**src/hw/rtl/tcwr_pkg.sv**
```systemverilog
// Shared constants and widths for the windowed tip counter and rate meter.
`default_nettype none
package tcwr_pkg;
    localparam int RING_DEPTH_DEF = 64;

    localparam int TIME_W  = 32;
    localparam int TIPS_W  = 31;
    localparam int Q16_W   = 48;
    localparam int ACC_W   = 56;
    localparam int MULA_W  = 32;
    localparam int MULB_W  = 24;
    localparam int CHUNK_W = 28;
    localparam int NUM_W   = 72;
    localparam int DEN_W   = 33;
    localparam int CNT_W   = 7;
    localparam int CFG_W   = 24;

    localparam logic [1:0] CMD_PIN   = 2'd0;
    localparam logic [1:0] CMD_TICK  = 2'd1;
    localparam logic [1:0] CMD_RESET = 2'd2;

    localparam logic [1:0] REG_DEBOUNCE = 2'd0;
    localparam logic [1:0] REG_WINDOW   = 2'd1;
    localparam logic [1:0] REG_ML       = 2'd2;
    localparam logic [1:0] REG_AREA     = 2'd3;

    localparam logic [MULB_W-1:0] K_RATE   = 24'd60000;
    localparam logic [MULB_W-1:0] K_RAINMM = 24'd2560;
    localparam logic [MULB_W-1:0] K_RATEMM = 24'd153600;

    localparam logic [Q16_W-1:0] SAT48 = {Q16_W{1'b1}};

    localparam logic [CNT_W-1:0] DIV_LAST = CNT_W'(NUM_W - 1);
endpackage
`default_nettype wire

```
**src/hw/rtl/tcwr_div.sv**
```systemverilog
// Bit-serial restoring divider with a 48-bit saturated quotient.
`default_nettype none
module tcwr_div
(
    input  wire logic                        clk,
    input  wire logic                        rst_n,
    input  wire logic                        start,
    input  wire logic [tcwr_pkg::NUM_W-1:0]  num,
    input  wire logic [tcwr_pkg::DEN_W-1:0]  den,
    output logic                             done,
    output logic [tcwr_pkg::Q16_W-1:0]       quot
);
    logic                           busy_reg, busy_next;
    logic                           done_reg, done_next;
    logic [tcwr_pkg::CNT_W-1:0]     cnt_reg, cnt_next;
    logic [tcwr_pkg::DEN_W-1:0]     rem_reg, rem_next;
    logic [tcwr_pkg::NUM_W-1:0]     nq_reg, nq_next;
    logic [tcwr_pkg::DEN_W:0]       trial;
    logic                           fits;

    // One quotient bit per cycle; the numerator register collects the quotient.
    always_comb
    begin
        busy_next = busy_reg;
        done_next = 1'b0;
        cnt_next  = cnt_reg;
        rem_next  = rem_reg;
        nq_next   = nq_reg;
        trial     = {rem_reg, nq_reg[tcwr_pkg::NUM_W-1]};
        fits      = (trial >= {1'b0, den});
        if (start)
        begin
            busy_next = 1'b1;
            cnt_next  = '0;
            rem_next  = '0;
            nq_next   = num;
        end
        else if (busy_reg)
        begin
            rem_next = fits ? tcwr_pkg::DEN_W'(trial - {1'b0, den})
                            : trial[tcwr_pkg::DEN_W-1:0];
            nq_next  = {nq_reg[tcwr_pkg::NUM_W-2:0], fits};
            cnt_next = cnt_reg + 1'b1;
            if (cnt_reg == tcwr_pkg::DIV_LAST)
            begin
                busy_next = 1'b0;
                done_next = 1'b1;
            end
        end
    end

    always_ff @(posedge clk or negedge rst_n)
    begin
        if (!rst_n)
        begin
            busy_reg <= 1'b0;
            done_reg <= 1'b0;
            cnt_reg  <= '0;
        end
        else
        begin
            busy_reg <= busy_next;
            done_reg <= done_next;
            cnt_reg  <= cnt_next;
        end
    end

    always_ff @(posedge clk)
    begin
        rem_reg <= rem_next;
        nq_reg  <= nq_next;
    end

    assign done = done_reg;
    assign quot = (|nq_reg[tcwr_pkg::NUM_W-1:tcwr_pkg::Q16_W]) ? tcwr_pkg::SAT48
                                                               : nq_reg[tcwr_pkg::Q16_W-1:0];
endmodule
`default_nettype wire

```
**config.mk**
```make
export PLATFORM = sky130hd
export DESIGN_NAME = tcwr_div
export DESIGN_NICKNAME = d
export VERILOG_FILES = /design/src/hw/rtl/tcwr_pkg.sv /design/src/hw/rtl/tcwr_div.sv
export SDC_FILE = /design/constraint.sdc
export NUM_CORES = 1
export LEC_CHECK = 0
export BUFFER_PORTS_ARGS = -buffer_cell sky130_fd_sc_hd__buf_2
export CORE_UTILIZATION = 45
export DETAILED_ROUTE_END_ITERATION = 16
export PLACE_DENSITY = 0.68
export SETUP_SLACK_MARGIN = 0.4
export SYNTH_ARGS = -nofsm -noshare
export SYNTH_HDL_FRONTEND = slang
export SYNTH_SLANG_ARGS = --single-unit
```
**constraint.sdc**
```tcl
create_clock -name clk -period 4.1 [get_ports clk]
set_clock_uncertainty 0.2 [all_clocks]
set_input_delay 1.23 -clock clk [delete_from_list [all_inputs] [get_ports clk]]
set_output_delay 1.23 -clock clk [all_outputs]
set_load 0.01 [all_outputs]
```
==> results_dict.tcl, run 1 <==
set metrics [dict create \
    grt_pass1_vias 5871 \
    min_from "rem_reg[27]" \
    synth-compound-area-share_pct 14.2 \
    path_class "in -> reg" \
    cpMaxStageDelayCell "or4_4" \
    path_max_fanout 5 \
    syn_avg_cell_area_um2 9.90 \
    crit_path_cell_trace "buf_2, ha_4, inv_2, fa_2, a21o_1, a221oi_2, or4_4, a211oi_4, o21bai_4, and2_4, or3_4, a311oi_2" \
    hpwl_mm 13.2 \
    layout_common_cells "buf_2, mux2_2, edfxtp_1" \
    cts_made_buffers 17 \
    ys_ff_latch 114 \
    cap_violations 0 \
    multiInputGateArea_um2 3860 \
    layout_commonest_cell "buf_2" \
    rows 45 \
    synth_area_um2 7190 \
    start_kind "input pin" \
    fin_area_um2 8990 \
    clkSinkCount 114 \
    synth_top_family_by_area "simple AND/OR/NAND/NOR gates" \
    num_vias 6116 \
    status "finished clean" \
    drt-total-wl_mm 18.6 \
    ys_async_sr_fraction_pct 7.89 \
    slowest_delay_ns 0.52 \
    synthFlopType "edfxtp_1" \
    drt_iter0_markers 414 \
    start_util_pct 46.8 \
    synth_edf_count 72 \
    diodes 0 \
    max_freq_mhz 280 \
    clk_latency_ns 0.43 \
    max-slew-margin-rel_pct 58.0 \
    setup_violations 0 \
    track_usage_pct 23.1 \
    antenna_found_initial 2 \
    core-area_um2 15400 \
    via_per_inst 5.51 \
    dieArea_um2 16500 \
    cts-root-buf "clkbuf_16" \
    synth_warnings 0 \
    r2r-start "nq_reg[71]" \
    syn-num-nets 869 \
    grt_pass1_wl_mm 29.5 \
    power.leakage_nw 3.70 \
    holdPathStages 2 \
    fin_tns_setup_ns 0 \
    drive_gt1_share_pct 35.3 \
    ys_seq_area_share_pct 42.4 \
    clockBufferDepth 2 \
    largest_reg_flops 72 \
    synthDistinctLibCells 63 \
    ios 157 \
    final_antenna_net_count 0 \
    die_x_um 128 \
    cts_tree "built" \
    crit_arrival_ns 3.71 \
    power.total_mw 4.03 \
    powerDensity_nw_per_um2 449 \
    dr.pass1.iters 5 \
    critPathRequiredTime_ns 4.24 \
    drv_slew 0 \
    clkTransAtPathRegs_ns 0.06 \
    grt_start_max_net_pins 65 \
    die_h_um 128 \
    final_hold_viol_count 0 \
    gp_congestion 0.904 \
    wl_per_cell_um 16.7 \
    tightest_slew_ns 0.628 \
    end_kind "flip-flop" \
    regArea_um2 3050 \
    synthAdderAreaFrac_pct 6.20 \
    drc 0 \
    syn2layout_area_growth_pct 25.0 \
    synth-simple-area-share_pct 16.4 \
    holdPathEnd "rem_reg[27]" \
    placed_area_um2 8320 \
    rsz0062_at_grt "yes" \
    port_buffers 156 \
    r2r-end "rem_reg[11]" \
    r2r_cells 13 \
    worst-r2r-setup-slack_ns 0.92 \
    finalNetCount 1030 \
    cts.htree.levels 4 \
    ir_worst_vdd_mv 0.341 \
    synthCells 726 \
    grt_overflow_total 0 \
    nFillCells 1330 \
    finalCriticalPeriod_ns 3.57 \
    hp-class "reg -> reg" \
    worstSetupStartpoint "den[0]" \
    min_period_over_period_pct 87.1 \
    synth_mux_area_share_pct 12.3 \
    synth_xor_area_share_pct 3.65 \
]
cell usage after synthesis (all sizes together), types with 5 or more instances:
cell type / number / area share (%)
a21oi: 42 / 2.9
xnor2: 18 / 2.2
a311oi: 18 / 2.3
dfrtp: 9 / 3.1
nand2: 70 / 3.7
nor3: 7 / 0.49
xor2: 12 / 1.5
edfxtp: 72 / 30
nand4: 14 / 1.3
inv: 41 / 2.1
a32oi: 5 / 0.61
clkbuf: 35 / 1.8
nor4: 9 / 0.78
o21bai: 5 / 0.57
nand2b: 6 / 0.52
ha: 34 / 5.9
buf: 11 / 0.89
dfxtp: 33 / 9.2
o21a: 7 / 0.73
o21ai: 29 / 2.0
mux2i: 7 / 0.97
nand3: 9 / 0.63
or3: 55 / 4.9
a211oi: 7 / 0.90
mux2: 72 / 11
nor2: 45 / 2.3
a21o: 10 / 1.0
worst max-delay path, delay by kind of cell:
| kind | cells | cell delay (ns) |
|---|---|---|
| compound gates | 5 | 0.89 |
| fa+ha+maj | 2 | 0.36 |
| simple gates | 3 | 1.05 |
| buf+inv | 2 | 0.17 |
through the flow:
| step | instances | util, % | hold WS [ns] | setup slack (ns) |
|---|---|---|---|---|
| after global placement | 1078 | 54.1 | 0.269 | 0.119 |
| after CTS | 1109 | 58.1 | 0.290 | 0.464 |
| after global routing | 1110 | 58.5 | 0.320 | 0.393 |
| after floorplan | 726 | - | 0.239 | 0.298 |
| final | 1110 | 58.5 | 0.288 | 0.531 |
| after detailed placement | 1078 | 54.1 | 0.274 | 0.0122 |
where the power goes:
part / internal, mW / switching, mW / total, mW
Clock: 1.01 / 0.559 / 1.57
Sequential: 1.38 / 0.0984 / 1.48
Combinational: 0.459 / 0.525 / 0.984
worst max-delay path by stage:
stage	to	slack, ns	depth (start not counted)
after floorplan	rem_reg[25]	0.30	11
after global placement	rem_reg[16]	0.12	13
after detailed placement	rem_reg[15]	0.01	13
after CTS	quot[14]	0.46	5
after global routing	rem_reg[15]	0.39	13
final	rem_reg[25]	0.53	12
layer usage:
layer / vias to the layer above / track usage (%) / routed length [um]
met3: 34 / 6.15 / 1230
met4: 2 / 8.65 / 380
met2: 182 / 35.9 / 8570
met5: - / 0 / 13
li1: 3011 / - / -
met1: 2887 / 30.9 / 8390
final cells by class:
cell class              count  area share [%]
multi-input cells         525            43.0
repair buffers            188            11.6
clock inverters            13            2.06
flip-flops and latches    114            33.9
clock buffers              18            4.78
inverters                  41            1.75
well taps                 211            2.94
what timing repair did:
action / CTS / global route
gates resized for setup: 0 / 10
hold buffers: 0 / 0
endpoints found under the setup margin: 0 / 64
setup buffers: 0 / 1
cells by family after synthesis:
group	after synthesis
and+or+nand+nor	232
AOI/OAI and AO/OA	149
muxes	79
xor gates and xnor gates	30
DFF	114
adders and majority gates	35
buffers and inverters	87
No activity file was read; power rests on OpenSTA's default activity.
==> run 2, diff against run 1 <==
--- a/config.mk
+++ b/config.mk
@@ -5,10 +5,11 @@
 export SDC_FILE = /design/constraint.sdc
 export NUM_CORES = 1
 export LEC_CHECK = 0
+export ABC_AREA = 1
 export BUFFER_PORTS_ARGS = -buffer_cell sky130_fd_sc_hd__buf_2
 export CORE_UTILIZATION = 45
 export DETAILED_ROUTE_END_ITERATION = 16
-export PLACE_DENSITY = 0.68
+export PLACE_DENSITY = 0.67
 export SETUP_SLACK_MARGIN = 0.4
 export SYNTH_ARGS = -nofsm -noshare
 export SYNTH_HDL_FRONTEND = slang
==> constraint.sdc (replaced) <==
create_clock -name clk -period 3.43 [get_ports clk]
set_clock_uncertainty 0.2 [all_clocks]
set_input_delay 1.029 -clock clk [delete_from_list [all_inputs] [get_ports clk]]
set_output_delay 1.029 -clock clk [all_outputs]
set_load 0.01 [all_outputs]
==> run 2 against run 1 <==
Die area up 18%. Combinational power is 54% lower. Register-to-register slack got worse by 0.10 ns. Critical endpoint is now quot[35]. Largest cell class unchanged. Highest routed layer is now met4.
==> results_dict.tcl, run 2 <==
set metrics [dict create \
    status "finished clean" \
    end_kind "output port" \
    die_h_um 139 \
    swShare_pct 25.7 \
    path_class "reg -> out" \
    ys_async_sr_fraction_pct 7.89 \
    synthDistinctLibCells 40 \
    hold_buffers 0 \
    max-slew-margin-rel_pct 54.4 \
    power.total_mw 3.76 \
    grt_overflow_total 0 \
    finalCriticalPeriod_ns 3.31 \
    grt_start_max_net_pins 74 \
    seq_power_share_pct 42.4 \
    synth_common_cells "nand2_1, inv_1, edfxtp_1" \
    synth_top_area_share_pct 25.4 \
    layout_commonest_cell "nand2_1" \
    max_freq_mhz 302 \
    ys_seq_area_share_pct 35.9 \
    cts_tree "built" \
    synth.most_common_cell "nand2_1" \
    cts-root-buf "clkbuf_16" \
    gp_congestion 0.890 \
    cpMaxStageDelayCell "edfxtp_1" \
    setup_violations 0 \
    ir_worst_vdd_mv 0.363 \
    tightest_slew_ns 0.680 \
    cts.htree.levels 4 \
    core-area_um2 18200 \
    largest_reg_flops 72 \
    synth_edf_count 72 \
    dp_cells 1575 \
    start_util_pct 46.7 \
    num_vias 7837 \
    track_usage_pct 22.9 \
    wl_per_cell_um 13.5 \
    final_hold_viol_count 0 \
    drive_gt1_share_pct 22.3 \
    syn-num-nets 1358 \
    cap_violations 0 \
    fin_ws_ns 0.121 \
    synth_area_leader_cell "edfxtp_1" \
    clockBufferDepth 2 \
    critPathRequiredTime_ns 2.20 \
    grt_pass1_wl_mm 35.0 \
    drc 0 \
    hpwl_mm 16.3 \
    final_antenna_net_count 0 \
    die_x_um 139 \
    ios 157 \
    ys_ff_latch 114 \
    dr.pass1.iters 5 \
    crit_path_cell_trace "nor4_2, nand4_1, nor3_4, buf_4, clkbuf_16, nand2_1, buf_2" \
    power.internal_mw 2.80 \
    synthFlopType "edfxtp_1" \
    clk_latency_ns 0.42 \
    powerDensity_nw_per_um2 370 \
    clkSinkCount 114 \
    dieArea_um2 19400 \
    layout_common_cells "nand2_1, inv_1, buf_2" \
    path_max_fanout 12 \
    dpl_worst_slack_ns 0.166 \
    fin_cells 1616 \
    antenna_found_initial 1 \
    port_buffers 156 \
    power.leakage_nw 5.36 \
    cts_made_buffers 17 \
    fin_tns_setup_ns 0 \
    rows 49 \
    combPwrFrac_pct 12.0 \
    drt-total-wl_mm 21.8 \
    ys_top_cells_by_area "edfxtp_1, nand2_1, inv_1, dfxtp_1, ha_1" \
    drv_slew 0 \
    via_per_inst 4.85 \
    clkTransAtPathRegs_ns 0.06 \
    slowest_delay_ns 0.39 \
    placed_area_um2 9450 \
    grt_pass1_vias 7036 \
    finalNetCount 1516 \
    clockPowerShare_pct 45.6 \
    netSwitchingPower_mw 0.966 \
    synthCells 1215 \
    start_kind "flip-flop" \
    fin_area_um2 10200 \
    min_period_over_period_pct 96.5 \
    syn2layout_area_growth_pct 19.6 \
    syn_avg_cell_area_um2 7.00 \
    synth_area_um2 8500 \
    rsz0062_at_grt "yes" \
    crit_arrival_ns 2.08 \
    hp-class "in -> async" \
    drt_iter0_markers 454 \
    synth_warnings 0 \
]
[run 2: power by group through the flow]
stage | registers, mW | clock network [mW] | logic (mW)
floorplan | 1.61 | 0 | 0.306
global placement | 1.62 | 0 | 0.438
detailed placement | 1.62 | 0 | 0.443
CTS | 1.60 | 1.75 | 0.450
global route | 1.61 | 1.82 | 0.513
finish | 1.60 | 1.72 | 0.451
[run 2: critical path: cells and delay by family, from the launching register on]
kind,cells,cell delay [ns]
and+or+nand+nor,4,0.77
DFF,1,0.39
buffers and inverters,3,0.49
[run 2: path summary, 6_finish.rpt]
check,depth (start not counted),start,endpoint,slack [ns]
max reg2reg,15,nq_reg[71],nq_reg[0],0.82
min,1,rst_n,cnt_reg[1],0.26
max,7,nq_reg[55],quot[35],0.12
max in group asynchronous,1,rst_n,cnt_reg[0],2.59
min reg2reg,2,rem_reg[31],rem_reg[31],0.27
min in group clk,2,rem_reg[31],rem_reg[31],0.27
[run 2: kinds of logic after synthesis]
logic type,count (synthesis),share of synthesized area (%)
AND/OR/NAND/NOR,703,39.3
adder cells (fa/ha/maj),35,5.24
flip-flops,114,35.9
AO/OA/AOI/OAI,86,5.20
buffers and inverters,262,12.9
XOR/XNOR,15,1.55
[run 2: metrics by stage]
| stage | util [%] | hold WS, ns |
|---|---|---|
| after floorplan | - | 0.241 |
| after global placement | 51.9 | 0.258 |
| after detailed placement | 51.9 | 0.257 |
| after CTS | 55.5 | 0.248 |
| after global routing | 55.8 | 0.258 |
| final | 55.8 | 0.257 |
[run 2: area by class of cell]
cell class / count / area [um2]
Clock buffer: 18 / 429
Timing Repair Buffer: 175 / 1010
Inverter: 226 / 852
Fill cell: 1813 / 8040
Tap cell: 229 / 287
Sequential cell: 114 / 3050
Clock inverter: 14 / 139
Antenna cell: 1 / 2.50
Multi-Input combinational cell: 839 / 4410
[run 2: timing repair]
item                       4_1_cts  5_1_grt
setup endpoints to repair       48       48
setup buffers                    3        2
pin swaps                        0        1
resized for setup                6        0
cloned                           1        2
[run 2: routing by layer]
layer  GRT usage [%]  share of wire [%]  wire, um  vias up
li1                -                  -         -     4064
met2            36.9                 46     10200      201
met1            30.2                 46      9970     3541
met3            4.51                5.3      1150       31
met4            8.77                2.5       552        0
met5               0                  0         0        -
